--- src/rtl/scg_pkg.sv ---
// shared types, constants and codes for the stream consumer gate
package scg_pkg;

    // width of the in-flight chunk counter
    localparam int COUNT_WIDTH   = 16;
    // fixed widths of the register and result fields
    localparam int LIMIT_WIDTH   = 16;
    localparam int BACKLOG_WIDTH = 16;
    // width used to compare the count against the limit
    localparam int CMP_WIDTH     = (COUNT_WIDTH > LIMIT_WIDTH) ? COUNT_WIDTH : LIMIT_WIDTH;

    localparam logic [LIMIT_WIDTH-1:0] LIMIT_RESET = LIMIT_WIDTH'(64);

    // event kinds
    typedef enum logic [1:0] {
        MODE_VIDEO = 2'd0,
        MODE_AUDIO = 2'd1,
        MODE_DONE  = 2'd2,
        MODE_NONE  = 2'd3
    } t_mode;

    // start-up and flow-control states
    typedef enum logic [2:0] {
        ST_WAIT_META = 3'd0,
        ST_WAIT_VHDR = 3'd1,
        ST_WAIT_AHDR = 3'd2,
        ST_RUN       = 3'd3,
        ST_VSLOW     = 3'd4,
        ST_ASLOW     = 3'd5
    } t_gate_state;

    // per-chunk actions
    typedef enum logic [2:0] {
        ACT_DROP          = 3'd0,
        ACT_FWD           = 3'd1,
        ACT_META_VHDR_KEY = 3'd2,
        ACT_VHDR_KEY      = 3'd3,
        ACT_META_AUDIO    = 3'd4,
        ACT_AHDR_AUDIO    = 3'd5
    } t_action;

    // one input item
    typedef struct packed {
        t_mode mode;
        logic  is_keyframe;
        logic  is_continuation;
        logic  metadata_ready;
        logic  video_header_ready;
        logic  audio_header_ready;
    } t_item;

    // gate state held between items
    typedef struct packed {
        t_gate_state           gate_state;
        logic [COUNT_WIDTH-1:0] in_flight;
    } t_gate;

    // decision for one item
    typedef struct packed {
        t_action action;
        logic    with_audio_header;
        t_gate   gate;
    } t_decision;

endpackage

--- src/rtl/scg_in_if.sv ---
// input item channel of the stream consumer gate
interface scg_in_if;
    logic       valid;
    logic       ready;
    logic [1:0] mode;
    logic       is_keyframe;
    logic       is_continuation;
    logic       metadata_ready;
    logic       video_header_ready;
    logic       audio_header_ready;

    modport source (
        output valid, mode, is_keyframe, is_continuation,
               metadata_ready, video_header_ready, audio_header_ready,
        input  ready
    );
    modport sink (
        input  valid, mode, is_keyframe, is_continuation,
               metadata_ready, video_header_ready, audio_header_ready,
        output ready
    );
endinterface

--- src/rtl/scg_out_if.sv ---
// result item channel of the stream consumer gate
interface scg_out_if;
    logic        valid;
    logic        ready;
    logic [2:0]  action;
    logic        with_audio_header;
    logic [2:0]  state_now;
    logic [15:0] backlog;

    modport source (
        output valid, action, with_audio_header, state_now, backlog,
        input  ready
    );
    modport sink (
        input  valid, action, with_audio_header, state_now, backlog,
        output ready
    );
endinterface

--- src/rtl/scg_cfg_if.sv ---
// configuration write channel carrying the backlog limit
interface scg_cfg_if;
    logic        valid;
    logic        ready;
    logic [15:0] data;

    modport source (output valid, data, input ready);
    modport sink   (input valid, data, output ready);
endinterface

--- src/rtl/scg_decide.sv ---
// next-state, counter and action logic for one item
module scg_decide (
    input  scg_pkg::t_item                    i_item,
    input  scg_pkg::t_gate                    i_gate,
    input  logic [scg_pkg::LIMIT_WIDTH-1:0]   i_limit,
    output scg_pkg::t_decision                o_dec
);
    import scg_pkg::*;

    logic [CMP_WIDTH-1:0]   cmp_count;
    logic [CMP_WIDTH-1:0]   cmp_limit;
    logic                   over;
    logic                   under;
    logic [COUNT_WIDTH-1:0] count_inc;
    logic [COUNT_WIDTH-1:0] count_dec;

    // count compare against the limit
    assign cmp_count = CMP_WIDTH'(i_gate.in_flight);
    assign cmp_limit = CMP_WIDTH'(i_limit);
    assign over      = cmp_count > cmp_limit;
    assign under     = cmp_count < cmp_limit;

    // saturating increment and decrement
    assign count_inc = (i_gate.in_flight == {COUNT_WIDTH{1'b1}}) ?
                       i_gate.in_flight : i_gate.in_flight + COUNT_WIDTH'(1);
    assign count_dec = (i_gate.in_flight == '0) ?
                       i_gate.in_flight : i_gate.in_flight - COUNT_WIDTH'(1);

    // decision per event kind and state
    always_comb begin
        o_dec.action            = ACT_DROP;
        o_dec.with_audio_header = 1'b0;
        o_dec.gate              = i_gate;
        case (i_item.mode)
            MODE_VIDEO: begin
                case (i_gate.gate_state)
                    ST_RUN, ST_WAIT_AHDR: begin
                        if (!i_item.is_continuation && over) begin
                            o_dec.gate.gate_state = ST_VSLOW;
                        end else begin
                            o_dec.action          = ACT_FWD;
                            o_dec.gate.in_flight  = count_inc;
                        end
                    end
                    ST_WAIT_META: begin
                        if (i_item.is_keyframe && i_item.metadata_ready &&
                            i_item.video_header_ready) begin
                            o_dec.action          = ACT_META_VHDR_KEY;
                            o_dec.gate.gate_state = ST_WAIT_AHDR;
                        end
                    end
                    ST_WAIT_VHDR: begin
                        if (i_item.is_keyframe && i_item.video_header_ready) begin
                            o_dec.action          = ACT_VHDR_KEY;
                            o_dec.gate.gate_state = ST_RUN;
                        end
                    end
                    ST_VSLOW: begin
                        if (under && i_item.is_keyframe) begin
                            o_dec.action          = ACT_FWD;
                            o_dec.gate.gate_state = ST_RUN;
                            o_dec.gate.in_flight  = count_inc;
                        end
                    end
                    default: begin
                    end
                endcase
            end
            MODE_AUDIO: begin
                case (i_gate.gate_state)
                    ST_RUN, ST_WAIT_VHDR: begin
                        if (!i_item.is_continuation && over) begin
                            o_dec.gate.gate_state = (i_gate.gate_state == ST_WAIT_VHDR) ?
                                                    ST_ASLOW : ST_VSLOW;
                        end else begin
                            o_dec.action          = ACT_FWD;
                            o_dec.gate.in_flight  = count_inc;
                        end
                    end
                    ST_WAIT_META: begin
                        if (i_item.metadata_ready && !i_item.video_header_ready &&
                            !i_item.is_continuation) begin
                            o_dec.action            = ACT_META_AUDIO;
                            o_dec.with_audio_header = i_item.audio_header_ready;
                            o_dec.gate.gate_state   = ST_WAIT_VHDR;
                        end
                    end
                    ST_WAIT_AHDR: begin
                        // continuation flag not checked here
                        if (i_item.audio_header_ready) begin
                            o_dec.action          = ACT_AHDR_AUDIO;
                            o_dec.gate.gate_state = ST_RUN;
                        end
                    end
                    ST_ASLOW: begin
                        if (under && !i_item.is_continuation) begin
                            o_dec.action          = ACT_FWD;
                            o_dec.gate.gate_state = ST_RUN;
                            o_dec.gate.in_flight  = count_inc;
                        end
                    end
                    default: begin
                    end
                endcase
            end
            MODE_DONE: begin
                o_dec.gate.in_flight = count_dec;
            end
            default: begin
            end
        endcase
    end

endmodule

--- src/rtl/stream_consumer_gate_top.sv ---
// top level of the stream consumer gate: input register, decision, result register
// Per-viewer gate for a live media stream.
// Channels: i_in takes one event item (video chunk, audio chunk or write
// completed); o_out returns one result item per event with the chosen
// action, the audio header flag, the gate state and the in-flight count
// after the event; i_cfg writes the backlog limit and is always ready.
// Path: an accepted item waits in the input register, and its result
// is then held in the result register.
// Throughput: one item per cycle while o_out.ready stays high; the
// gate state and in-flight counter update as an item moves from the
// input register to the result register.
// Reset: synchronous, active low; the gate waits for metadata, the count
// is zero, the limit is 64 and both registers are empty.
// Stall: while o_out.ready is low the result holds, the input register
// still fills once, and i_in.ready then drops until the result is taken.
// Write the limit only while no item is in flight through the block.
module stream_consumer_gate_top (
    input  logic i_clk,
    input  logic i_rst_n,
    scg_in_if.sink    i_in,
    scg_out_if.source o_out,
    scg_cfg_if.sink   i_cfg
);
    import scg_pkg::*;

    logic                   r_in_vld;
    t_item                  r_item;
    logic                   r_out_vld;
    t_decision              r_res;
    t_gate                  r_gate;
    logic [LIMIT_WIDTH-1:0] r_limit;

    t_item                  n_item;
    t_decision              n_res;
    logic                   out_free;
    logic                   advance;
    logic                   in_take;

    // handshake control
    assign out_free = !r_out_vld || o_out.ready;
    assign advance  = r_in_vld && out_free;
    assign in_take  = i_in.valid && i_in.ready;

    assign i_in.ready  = !r_in_vld || out_free;
    assign i_cfg.ready = 1'b1;

    // incoming item payload
    always_comb begin
        n_item.mode               = t_mode'(i_in.mode);
        n_item.is_keyframe        = i_in.is_keyframe;
        n_item.is_continuation    = i_in.is_continuation;
        n_item.metadata_ready     = i_in.metadata_ready;
        n_item.video_header_ready = i_in.video_header_ready;
        n_item.audio_header_ready = i_in.audio_header_ready;
    end

    // decision logic
    scg_decide u_decide (
        .i_item  (r_item),
        .i_gate  (r_gate),
        .i_limit (r_limit),
        .o_dec   (n_res)
    );

    // control registers and gate state
    always_ff @(posedge i_clk) begin
        if (!i_rst_n) begin
            r_in_vld          <= 1'b0;
            r_out_vld         <= 1'b0;
            r_gate.gate_state <= ST_WAIT_META;
            r_gate.in_flight  <= '0;
            r_limit           <= LIMIT_RESET;
        end else begin
            if (in_take) begin
                r_in_vld <= 1'b1;
            end else if (advance) begin
                r_in_vld <= 1'b0;
            end
            if (advance) begin
                r_out_vld <= 1'b1;
                r_gate    <= n_res.gate;
            end else if (o_out.ready) begin
                r_out_vld <= 1'b0;
            end
            if (i_cfg.valid) begin
                r_limit <= i_cfg.data;
            end
        end
    end

    // payload registers
    always_ff @(posedge i_clk) begin
        if (in_take) begin
            r_item <= n_item;
        end
        if (advance) begin
            r_res <= n_res;
        end
    end

    // result item
    assign o_out.valid             = r_out_vld;
    assign o_out.action            = r_res.action;
    assign o_out.with_audio_header = r_res.with_audio_header;
    assign o_out.state_now         = r_res.gate.gate_state;
    assign o_out.backlog           = BACKLOG_WIDTH'(r_res.gate.in_flight);

`ifndef SYNTHESIS
    // audio header flag only comes with the metadata plus first audio action
    a_ahdr_action: assert property (@(posedge i_clk) disable iff (!i_rst_n)
        o_out.valid && o_out.with_audio_header |-> o_out.action == ACT_META_AUDIO)
        else $error("audio header flag without metadata audio action");

    // a forwarded chunk leaves a nonzero count
    a_fwd_count: assert property (@(posedge i_clk) disable iff (!i_rst_n)
        o_out.valid && o_out.action == ACT_FWD |-> o_out.backlog != '0)
        else $error("forward reported with zero backlog");

    // start sequences land in the expected state
    a_start_state: assert property (@(posedge i_clk) disable iff (!i_rst_n)
        o_out.valid && (o_out.action == ACT_VHDR_KEY || o_out.action == ACT_AHDR_AUDIO)
        |-> o_out.state_now == ST_RUN)
        else $error("start sequence without entering run state");

    // gate state only changes when an item passes to the result register
    a_state_hold: assert property (@(posedge i_clk) disable iff (!i_rst_n)
        !advance |=> $stable(r_gate))
        else $error("gate state changed without an item");
`endif

endmodule

--- src/flat_wrapper.sv ---
// flat-port wrapper written by rule: the top's interface ports become plain ports
module stream_consumer_gate_top_flat import scg_pkg::*;
  (i_clk, i_rst_n, i_in_valid, i_in_mode, i_in_is_keyframe, i_in_is_continuation, i_in_metadata_ready, i_in_video_header_ready, i_in_audio_header_ready, i_in_ready, o_out_valid, o_out_action, o_out_with_audio_header, o_out_state_now, o_out_backlog, o_out_ready, i_cfg_valid, i_cfg_data, i_cfg_ready);
  scg_in_if i_in_i ();
  scg_out_if o_out_i ();
  scg_cfg_if i_cfg_i ();
  input  logic i_clk;
  input  logic i_rst_n;
  input wire logic [$bits(i_in_i.valid)-1:0] i_in_valid;
  input wire logic [$bits(i_in_i.mode)-1:0] i_in_mode;
  input wire logic [$bits(i_in_i.is_keyframe)-1:0] i_in_is_keyframe;
  input wire logic [$bits(i_in_i.is_continuation)-1:0] i_in_is_continuation;
  input wire logic [$bits(i_in_i.metadata_ready)-1:0] i_in_metadata_ready;
  input wire logic [$bits(i_in_i.video_header_ready)-1:0] i_in_video_header_ready;
  input wire logic [$bits(i_in_i.audio_header_ready)-1:0] i_in_audio_header_ready;
  output wire logic [$bits(i_in_i.ready)-1:0] i_in_ready;
  output wire logic [$bits(o_out_i.valid)-1:0] o_out_valid;
  output wire logic [$bits(o_out_i.action)-1:0] o_out_action;
  output wire logic [$bits(o_out_i.with_audio_header)-1:0] o_out_with_audio_header;
  output wire logic [$bits(o_out_i.state_now)-1:0] o_out_state_now;
  output wire logic [$bits(o_out_i.backlog)-1:0] o_out_backlog;
  input wire logic [$bits(o_out_i.ready)-1:0] o_out_ready;
  input wire logic [$bits(i_cfg_i.valid)-1:0] i_cfg_valid;
  input wire logic [$bits(i_cfg_i.data)-1:0] i_cfg_data;
  output wire logic [$bits(i_cfg_i.ready)-1:0] i_cfg_ready;
  assign i_in_i.valid = i_in_valid;
  assign i_in_i.mode = i_in_mode;
  assign i_in_i.is_keyframe = i_in_is_keyframe;
  assign i_in_i.is_continuation = i_in_is_continuation;
  assign i_in_i.metadata_ready = i_in_metadata_ready;
  assign i_in_i.video_header_ready = i_in_video_header_ready;
  assign i_in_i.audio_header_ready = i_in_audio_header_ready;
  assign i_in_ready = i_in_i.ready;
  assign o_out_valid = o_out_i.valid;
  assign o_out_action = o_out_i.action;
  assign o_out_with_audio_header = o_out_i.with_audio_header;
  assign o_out_state_now = o_out_i.state_now;
  assign o_out_backlog = o_out_i.backlog;
  assign o_out_i.ready = o_out_ready;
  assign i_cfg_i.valid = i_cfg_valid;
  assign i_cfg_i.data = i_cfg_data;
  assign i_cfg_ready = i_cfg_i.ready;
  stream_consumer_gate_top u_core (.i_clk(i_clk), .i_rst_n(i_rst_n), .i_in(i_in_i), .o_out(o_out_i), .i_cfg(i_cfg_i));
endmodule
--- config.mk ---
export PLATFORM = sky130hd
export DESIGN_NAME = stream_consumer_gate_top_flat
export DESIGN_NICKNAME = d
export VERILOG_FILES = /design/src/rtl/scg_pkg.sv /design/src/rtl/scg_in_if.sv /design/src/rtl/scg_out_if.sv /design/src/rtl/scg_cfg_if.sv /design/src/rtl/scg_decide.sv /design/src/rtl/stream_consumer_gate_top.sv /design/src/flat_wrapper.sv
export SDC_FILE = /design/constraint.sdc
export NUM_CORES = 1
export LEC_CHECK = 0
export ABC_CLOCK_PERIOD_IN_PS = 4040
export BUFFER_PORTS_ARGS = -buffer_cell sky130_fd_sc_hd__buf_2
export CORE_MARGIN = 2
export CORE_UTILIZATION = 45
export CTS_CLUSTER_DIAMETER = 120
export DETAILED_ROUTE_END_ITERATION = 6
export GPL_ROUTABILITY_DRIVEN = 0
export HOLD_SLACK_MARGIN = 0.08
export SETUP_SLACK_MARGIN = 0.3
export SLEW_MARGIN = 20
export SYNTH_ARGS = -nofsm -noshare
export SYNTH_HDL_FRONTEND = slang
export SYNTH_SLANG_ARGS = --single-unit
--- constraint.sdc ---
create_clock -name i_clk -period 4.04 [get_ports i_clk]
set_input_delay 0 -clock i_clk [delete_from_list [all_inputs] [get_ports i_clk]]
set_output_delay 0 -clock i_clk [all_outputs]
set_load 0.01 [all_outputs]
==> impl_metrics.csv, run 1 <==
group,metric,value,unit
run_status,status,"finished, final reports clean",
sta,finalSetupTns,0,ns
synth,synth_seq_area_share,31.9,%
floorplanning,io_pins,54,
sta,finalCritPeriodShare,82.6,%
synth,synth_edf_count,30,
routing,ant_nets,0,
clock_tree,cts_made_buffers,9,
clock_tree,htreeDepth,3,
clock_tree,cts.clk_slew.worst_paths,0.06,ns
placed_design,pre_cts_ws,0.854,ns
sta,setup_viol,0,
clock_tree,cts_tree,"built",
routing,drt_iter0_drc,568,
sta,hold_viol_final,0,
synth,synth_top_area_share,17.5,%
final_layout,fin_cells,856,
final_layout,drive_above_1_share,16.4,%
grt,use_met2,42.7,%
setup_path,critPathTopFamily,"compound AO/OA/AOI/OAI gates",
grt,grt_pass1_wl,27500,um
routing,via_count,5397,
setup_path,cp-start-kind,"flip-flop",
setup_path,critical_path_depth,9,
setup_path,critPathKind,"reg -> reg",
routing,drt_pre_antenna_iters,5,
routing,drcViolationCount,0,
grt,overflow,0,
floorplanning,start_util,45.7,%
clock_tree,cts_post_setup_buffers_inserted,0,
synth,synth-compound-area-share,28.0,%
synth,synthAdderAreaFrac,4.62,%
floorplanning,die_h,111,um
floorplanning,num_rows,39,
hold_path,hold-path-cell-count,2,
final_layout,final_nets,755,
grt,grt_pass1_vias,5137,
power_and_ir_drop,leakage,2.32,nW
sta,min_period,3.34,ns
floorplanning,core_area,11300,sq um
floorplanning,dieArea,12300,sq um
grt,busiest_layer,"met2",
setup_path,path_cells,"nor2b_1, a21oi_1, a211oi_1, a31oi_1, buf_4, mux2_2, o21ai_1, a31oi_1, a2111oi_0",
sta,drv_slew,0,
hold_path,hold_path.class,"in -> reg",
sta,holdWs,0.108,ns
sta,worst_slack,0.702,ns
grt,grt_max_degree,35,
power_and_ir_drop,peakVddDrop,0.000246,V
grt,use_met1,38.1,%
sta,worst_clock_skew,0.00540,ns
synth,synth-main-ff-cell,"dfxtp_1",
synth,synthesis.area,5150,sq um
setup_path,required,4.26,ns
setup_path,critPathArrivalTime,3.56,ns
synth,syn_inst,648,
setup_path,endpoint_kind,"flip-flop",
placed_design,port-buffer-count,52,
setup_path,cpMostUsedCell,"a31oi_1",
clock_tree,hold_buffers,27,
synth,synth_async_sr_flop_share,0,%
sta,fmax,300,MHz
synth,synth_xor_area_share,1.19,%
sta,rsz0062_at_grt,"no",
grt,grt.total_usage,28.5,%
synth,synth_top_family_by_area,"compound AO/OA/AOI/OAI gates",
placed_design,post-dp-hpwl,11800,um
synth,yosysTopAreaCell,"edfxtp_1",
clock_tree,clk_path_buf_depth,2,
sta,relSlewSlack,44.3,%
synth,synthSimpleGateAreaFrac,23.1,%
clock_tree,cts_num_sinks,67,
setup_path,cpPeakStageDelay,0.64,ns
setup_path,path_max_fanout,16,
synth,post_synth.cell_area_avg,7.95,sq um
final_layout,n_antenna_cell,0,
setup_path,cp_num_buf_inv,1,
routing,avgRoutedWirePerCell,20.1,um
sta,tightest_slew,0.834,ns
routing,via_per_inst,6.30,
synth,yosysUniqueCellTypes,84,
power_and_ir_drop,power_per_cell_area,362,nW/um^2
final_layout,area_growth,18.1,%
synth,ys_seq_elements,67,
clock_tree,cts-root-buf,"clkbuf_16",
synth,synthMuxAreaShare,4.20,%
floorplanning,die_x,111,um
clock_tree,clk_latency,0.35,ns
routing,wl,17200,um
flow_run,cap_violations,0,
clock_tree,cts.repair.resized,0,
synth,synth_nets,695,
setup_path,r2r_cells,9,
placed_design,placed_cells,813,
synth,ys_warn_count,0,
grt,grt_util_met3,6.12,%
synth,ys_top_cells_by_area,"edfxtp_1 (17%), dfxtp_1 (14%), a21oi_1 (5.7%)",
grt,grt_antenna_before_repair,0,
setup_path,slowest_stage,"dfxtp_1",
state kept, by name, summed over array words and instances (netlist names):
signal                          count
u_core.o_out.state_now              3
u_core.r_gate                      19
u_core.o_out.valid                  1
u_core.o_out.action                 3
u_core.r_item                       7
u_core.o_out.with_audio_header      1
u_core.o_out.backlog               16
u_core.r_limit                     16
u_core.r_in_vld                     1
through the flow:
stage	total power, mW	area [sq um]	utilization [%]
after floorplan	1.23	5150	-
after global placement	1.39	5520	48.9
after detailed placement	1.40	5520	48.9
after CTS	2.20	6080	53.9
after global routing	2.31	6080	53.9
final	2.20	6080	53.9
worst paths after layout:
check                           from                 end  slack [ns]
hold / removal               i_rst_n    u_core.r_gate[2]        0.11
setup / recovery   u_core.r_gate[16]    u_core.r_gate[4]        0.70
hold reg to reg   u_core.r_limit[12]  u_core.r_limit[12]        0.49
setup reg to reg   u_core.r_gate[16]    u_core.r_gate[4]        0.70
report_power, final:
| group | total, mW | leakage, nW | internal [mW] | switching (mW) |
|---|---|---|---|---|
| Clock | 0.772 | 0.145 | 0.470 | 0.302 |
| Sequential | 0.803 | 0.592 | 0.757 | 0.0458 |
| Combinational | 0.626 | 1.58 | 0.244 | 0.383 |
synthesized netlist by cell type (all sizes together), types with 4 or more instances:
master / n
edfxtp: 30
o22ai: 7
nand2: 56
nand4: 13
a221oi: 4
dfxtp: 37
xnor2: 7
o211ai: 9
and3: 4
clkbuf: 32
or3: 6
nor2b: 4
o31ai: 6
mux2: 5
inv: 29
nand2b: 7
o21ai: 42
nor2: 78
a21oi: 59
a311oi: 4
mux2i: 16
buf: 20
nor4: 8
nand3b: 5
nand3: 21
a21o: 5
o21a: 7
a211oi: 7
nor3: 18
ha: 19
a31oi: 16
logic make-up (layout without fill, tap and decap cells):
group / after synthesis / in the layout
AO/OA/AOI/OAI: 215 / 215
multiplexers: 21 / 21
adder cells (fa/ha/maj): 19 / 19
AND/OR/NAND/NOR: 235 / 235
flip-flops: 67 / 67
XOR/XNOR: 7 / 7
other: 1 / 1
buffers and inverters: 83 / 148
area by class of cell:
cell class	instances	area [sq um]
clock buffers	13	272
clock inverters	3	20.0
fillers	1050	5190
inverters	31	116
multi-input cells	498	3160
flip-flops and latches	67	1640
well taps	143	179
repair buffers	101	696
per-layer routing:
| layer | share of wire, % | up-vias |
|---|---|---|
| li1 | - | 2544 |
| met4 | 4.0 | 0 |
| met3 | 9.7 | 54 |
| met2 | 44 | 324 |
| met5 | 0 | - |
| met1 | 42 | 2475 |
placed cells by master, fill, tap and decap left out, types with 9 or more instances in the layout:
cell type and instances:
a21oi_1 59, a31oi_1 16, buf_2 52, buf_4 22, clkbuf_16 10, dfxtp_1 37, dlygate4sd3_1 27, edfxtp_1 30
ha_1 19, inv_1 29, mux2i_1 16, nand2_1 55, nand3_1 20, nand4_1 12, nor2_1 77, nor3_1 18
o211ai_1 9, o21ai_0 37
Power figures use the tool's default switching activity.
==> run 2, diff against run 1 <==
ABC_CLOCK_PERIOD_IN_PS = 2950   (was 4040)
PLACE_DENSITY = 0.66   (was default)
clock period = 2.95 ns   (was 4.04 ns; I/O delays follow)
==> run 2 against run 1 <==
Effect of this change:
- first-iteration DRC count rose by 65%
- sequential share of layout area down 4.3 points
- clock skew increased by 0.0030 ns
- die area unchanged
- count of clock-buffer cells in the layout is the same
- flip-flop and latch count stayed put
==> impl_metrics.csv, run 2 (synthesized netlist as in run 1, its figures left out) <==
group,metric,value,unit
clock_tree,clk_latency,0.34,ns
routing,via_per_inst,6.63,
setup_path,slowest_stage,"o41a_1",
final_layout,n_antenna_cell,0,
routing,avgRoutedWirePerCell,21.3,um
clock_tree,cts_made_buffers,9,
setup_path,critPathArrivalTime,3.11,ns
flow_run,cap_violations,0,
routing,drcViolationCount,0,
setup_path,rrSetupSlack,0.02,ns
floorplanning,die_x,111,um
grt,grt.total_usage,30.1,%
setup_path,r2r-start,"u_core.r_gate[2]",
sta,rsz0062_at_grt,"yes",
floorplanning,num_rows,39,
sta,worst_clock_skew,0.00838,ns
grt,grt_max_degree,31,
routing,wl,19700,um
setup_path,cp-endpoint,"u_core.o_out.backlog[6]",
run_status,status,"finished, final reports clean",
clock_tree,htreeDepth,3,
routing,drt_iter0_drc,940,
routing,via_count,6150,
sta,finalCritPeriodShare,99.3,%
final_layout,fillCellCount,871,
final_layout,largest_register_ffs,19,
hold_path,hold_path.class,"in -> reg",
power_and_ir_drop,power,3.39,mW
final_layout,final_nets,826,
setup_path,required,3.14,ns
grt,overflow,0,
clock_tree,cts-root-buf,"clkbuf_16",
floorplanning,start_util,45.7,%
clock_tree,cts_num_sinks,67,
setup_path,crit_start,"u_core.r_gate[2]",
grt,grt_antenna_before_repair,0,
setup_path,r2r_cells,11,
routing,ant_nets,0,
routing,drt_pre_antenna_iters,7,
setup_path,path_cells,"ha_1, nand4_1, o41a_1, nor2_2, a41oi_2, buf_6, or2_4, o211ai_1, nand3_1, o21bai_4, a21oi_2",
setup_path,path_max_fanout,7,
placed_design,post-dp-hpwl,12200,um
sta,relSlewSlack,36.7,%
setup_path,cp_num_buf_inv,1,
sta,min_period,2.93,ns
setup_path,endpoint_kind,"flip-flop",
placed_design,place_area,5850,sq um
setup_path,cp-start-kind,"flip-flop",
setup_path,critPathTopFamily,"compound AO/OA/AOI/OAI gates",
floorplanning,dieArea,12300,sq um
sta,tightest_slew,0.946,ns
final_layout,regMostFlops,"u_core.r_gate",
floorplanning,core_area,11300,sq um
setup_path,r2r-end,"u_core.o_out.backlog[6]",
setup_path,cpPeakStageDelay,0.56,ns
setup_path,critical_path_depth,11,
grt,grt_pass1_vias,5584,
floorplanning,io_pins,54,
setup_path,critPathKind,"reg -> reg",
placed_design,port-buffer-count,52,
grt,grt_pass1_wl,29600,um
sta,hold_viol_final,0,
clock_tree,cts_tree,"built",
final_layout,area_growth,43.3,%
floorplanning,die_h,111,um
clock_tree,cts.clk_slew.worst_paths,0.06,ns
sta,fmax,341,MHz
power_and_ir_drop,leakage,2.79,nW
power_and_ir_drop,power_per_cell_area,459,nW/um^2
sta,drv_slew,0,
clock_tree,clk_path_buf_depth,2,
final_layout,drive_above_1_share,38.9,%
final_layout,layout_common_cells,"buf_4 (74), nor2_1 (70), nand2_1 (54), buf_2 (52), a21oi_1 (46)",
final_layout,stdcell_area,7380,sq um
hold_path,min_from,"i_rst_n",
power_and_ir_drop,peakVddDrop,0.000296,V
sta,holdWs,0.128,ns
final_layout,final_common_cell,"buf_4",
sta,setup_viol,0,
==> run 2: changes by cell type in the layout (fill, tap and decap cells not counted), moves of 11 or more <==
cell and delta:
ha_4 +14, a21oi_1 -13, buf_6 +18, a21oi_2 +11
buf_4 +52, dfxtp_2 +17, inv_1 -12, dfxtp_1 -20
inv_2 +12, o21ai_0 -11, ha_1 -14
==> run 2: per-stage QoR <==
stage	worst slack, ns	setup TNS (ns)	std cells	utilization, %
after global routing	-0.0549	-0.147	927	65.5
after global placement	0.0650	0	854	51.9
final	0.0211	0	927	65.5
after detailed placement	-0.0509	-0.0623	854	51.9
after floorplan	0.290	0	648	-
after CTS	0.173	0	915	62.1
==> run 2: where the power goes <==
part	switching [mW]	total [mW]	internal, mW
sequential	0.0480	1.09	1.04
combinational	0.683	1.22	0.534
clock	0.412	1.08	0.670
==> run 2: final cells by class <==
| class | instances | area (sq um) | share of cell area (%) |
|---|---|---|---|
| multi-input cells | 498 | 3810 | 51.6 |
| flip-flops and latches | 67 | 1670 | 22.7 |
| repair buffers | 172 | 1300 | 17.7 |
| inverters | 31 | 116 | 1.58 |
| clock inverters | 3 | 16.3 | 0.220 |
| clock buffers | 13 | 283 | 3.83 |
| well taps | 143 | 179 | 2.42 |
==> run 2: routing by layer <==
metal | global-route usage, % | part of all wire, % | vias to the layer above
met5 | 0 | 0 | -
met4 | 13.8 | 5.0 | 0
met3 | 8.04 | 12 | 127
met2 | 46.7 | 45 | 496
met1 | 39.2 | 38 | 2852
li1 | - | - | 2675
==> run 2: worst min path at each step <==
stage                            end  cells past startpoint  slack (ns)
finish              u_core.r_gate[2]                      2        0.13
global route        u_core.r_gate[0]                      2        0.11
CTS                 u_core.r_gate[2]                      2        0.08
detailed placement  u_core.r_item[3]                      1        0.18
global placement    u_core.r_item[3]                      1        0.18
floorplan           u_core.r_item[0]                      0         0.1
==> run 2: repair_timing <==
item	4_1_cts	5_1_grt
setup buffers	18	12
hold buffers	27	0
endpoints found under the hold margin	25	0
cloned	0	0
pin swaps	35	44
gates resized for setup	105	69
setup endpoints to repair	37	39
==> run 3, diff against run 2 <==
CTS_BUF_LIST = sky130_fd_sc_hd__clkbuf_16   (was default)
==> run 3 against run 2 <==
Effect of this change:
- first-iteration DRC count is 12% lower
- the flow now finishes with violations (design-rule violations)
- clock skew hardly changed
- combinational power hardly changed
- clock power hardly changed
- largest power group unchanged
- die area stayed put
- non-clock buffer count is 2 higher
- critical path depth stayed put
- fmax is 0.12% lower
- worst hold slack worse by 0.0025 ns
- via count is 0.13% lower
- final area is 0.20% lower
==> impl_metrics.csv, run 3 (synthesized netlist as in run 1, its figures left out) <==
group,metric,value,unit
final_layout,area_growth,43.0,%
placed_design,post-dp-hpwl,12200,um
sta,relSlewSlack,36.5,%
setup_path,required,3.13,ns
sta,holdWs,0.125,ns
grt,overflow,0,
setup_path,critPathArrivalTime,3.12,ns
setup_path,slowest_stage,"o41a_1",
grt,grt_pass1_wl,29600,um
clock_tree,cts_tree,"built",
sta,finalCritPeriodShare,99.4,%
sta,rsz0062_at_grt,"yes",
grt,grt_max_degree,31,
sta,worst_slack,0.0177,ns
grt,grt_antenna_before_repair,0,
final_layout,regMostFlops,"u_core.r_gate",
floorplanning,start_util,45.7,%
final_layout,layout_common_cells,"buf_4 (75), nor2_1 (70), nand2_1 (52), buf_2 (52), a21oi_1 (46)",
setup_path,path_max_fanout,7,
clock_tree,cts.clk_slew.worst_paths,0.06,ns
setup_path,cpPeakStageDelay,0.53,ns
clock_tree,cts_made_buffers,9,
clock_tree,cts-root-buf,"clkbuf_16",
power_and_ir_drop,leakage,2.80,nW
floorplanning,num_rows,39,
routing,avgRoutedWirePerCell,21.0,um
sta,drv_slew,0,
clock_tree,htreeDepth,3,
floorplanning,io_pins,54,
setup_path,path_cells,"ha_4, nand4_1, o41a_1, nor2_2, a41oi_2, buf_6, or2_4, o211ai_1, nand3_1, o21bai_4, a21oi_2",
grt,grt.total_usage,30.0,%
floorplanning,die_h,111,um
placed_design,port-buffer-count,52,
run_status,status,"finished, violations left",
clock_tree,cts_num_sinks,67,
floorplanning,die_x,111,um
final_layout,final_common_cell,"buf_4",
final_layout,n_antenna_cell,0,
routing,via_per_inst,6.61,
floorplanning,core_area,11300,sq um
floorplanning,dieArea,12300,sq um
clock_tree,clk_path_buf_depth,2,
setup_path,critPathKind,"reg -> reg",
placed_design,pre_cts_ws,-0.0509,ns
sta,worst_clock_skew,0.00807,ns
sta,tightest_slew,0.949,ns
routing,drcViolationCount,1,
setup_path,endpoint_kind,"flip-flop",
hold_path,hold_path.class,"in -> reg",
routing,drt_iter0_drc,824,
sta,hold_viol_final,0,
sta,min_period,2.93,ns
flow_run,cap_violations,0,
setup_path,cp-start-kind,"flip-flop",
grt,grt_pass1_vias,5642,
final_layout,largest_register_ffs,19,
run_status,violations,"design-rule violations",
final_layout,final_nets,828,
sta,setup_viol,0,
routing,wl,19500,um
final_layout,drive_above_1_share,38.8,%
power_and_ir_drop,peakVddDrop,0.000296,V
routing,drt_pre_antenna_iters,7,
power_and_ir_drop,power_per_cell_area,459,nW/um^2
sta,fmax,341,MHz
clock_tree,clk_latency,0.34,ns
routing,via_count,6142,
routing,ant_nets,0,
## run 3: cell count changes in the layout (fill, tap and decap cells not counted), sizes merged
cell,change
clkbuf,-2
buf,+2
inv,+2
## run 3: repair_timing
| item | in CTS | in global routing |
|---|---|---|
| gates resized for setup | 104 | 67 |
| pin swaps | 36 | 47 |
| hold endpoints to repair | 25 | 0 |
| cloned | 0 | 0 |
| setup endpoints to repair | 37 | 39 |
| buffers inserted | 19 | 13 |
| hold buffers | 27 | 0 |
## run 3: path summary, 6_finish.rpt
path                                         start                       to  slack (ns)  depth (start not counted)
worst min-delay path                       i_rst_n         u_core.r_gate[0]        0.13                          2
worst max-delay path              u_core.r_gate[4]  u_core.o_out.backlog[6]        0.02                         11
worst min register to register  u_core.r_limit[11]       u_core.r_limit[11]        0.49                          2
worst max register to register    u_core.r_gate[4]  u_core.o_out.backlog[6]        0.02                         11
## run 3: power breakdown
part | switching, mW | internal, mW | total, mW
Sequential | 0.0478 | 1.04 | 1.09
Clock | 0.413 | 0.663 | 1.08
Combinational | 0.678 | 0.537 | 1.21
Total | 1.14 | 2.24 | 3.38
## run 3: metrics by stage
stage          utilization, %  cells  setup TNS, ns  instance area (sq um)  power [mW]
6_report                 65.3    929              0                   7360        3.38
5_1_grt                  65.3    929         -0.167                   7360        3.49
4_1_cts                  62.2    916              0                   7010        3.20
3_5_place_dp             51.9    854        -0.0623                   5850        1.97
3_3_place_gp             51.9    854              0                   5850        1.95
2_1_floorplan               -    648              0                   5180        1.69
## run 3: worst max-delay path, delay by kind of cell (launching register included)
family / cells / cell delay (ns)
compound gates: 5 / 1.18
flops: 1 / 0.38
fa+ha+maj: 1 / 0.27
simple gates: 4 / 0.74
buf+inv: 1 / 0.19
## run 3: final cells by class
type | instances | area [sq um]
fillers | 864 | 3910
multi-input cells | 498 | 3770
flip-flops and latches | 67 | 1680
repair buffers | 174 | 1320
clock buffers | 11 | 275
well taps | 143 | 179
inverters | 31 | 116
clock inverters | 5 | 23.8
## run 3: per-layer routing
layer	GRT usage [%]	vias to the layer above	share of wire, %
met1	39.1	2808	37
met2	46.3	503	44
met4	14.8	0	6.1
li1	-	2686	-
met5	0	-	0
met3	7.60	145	12
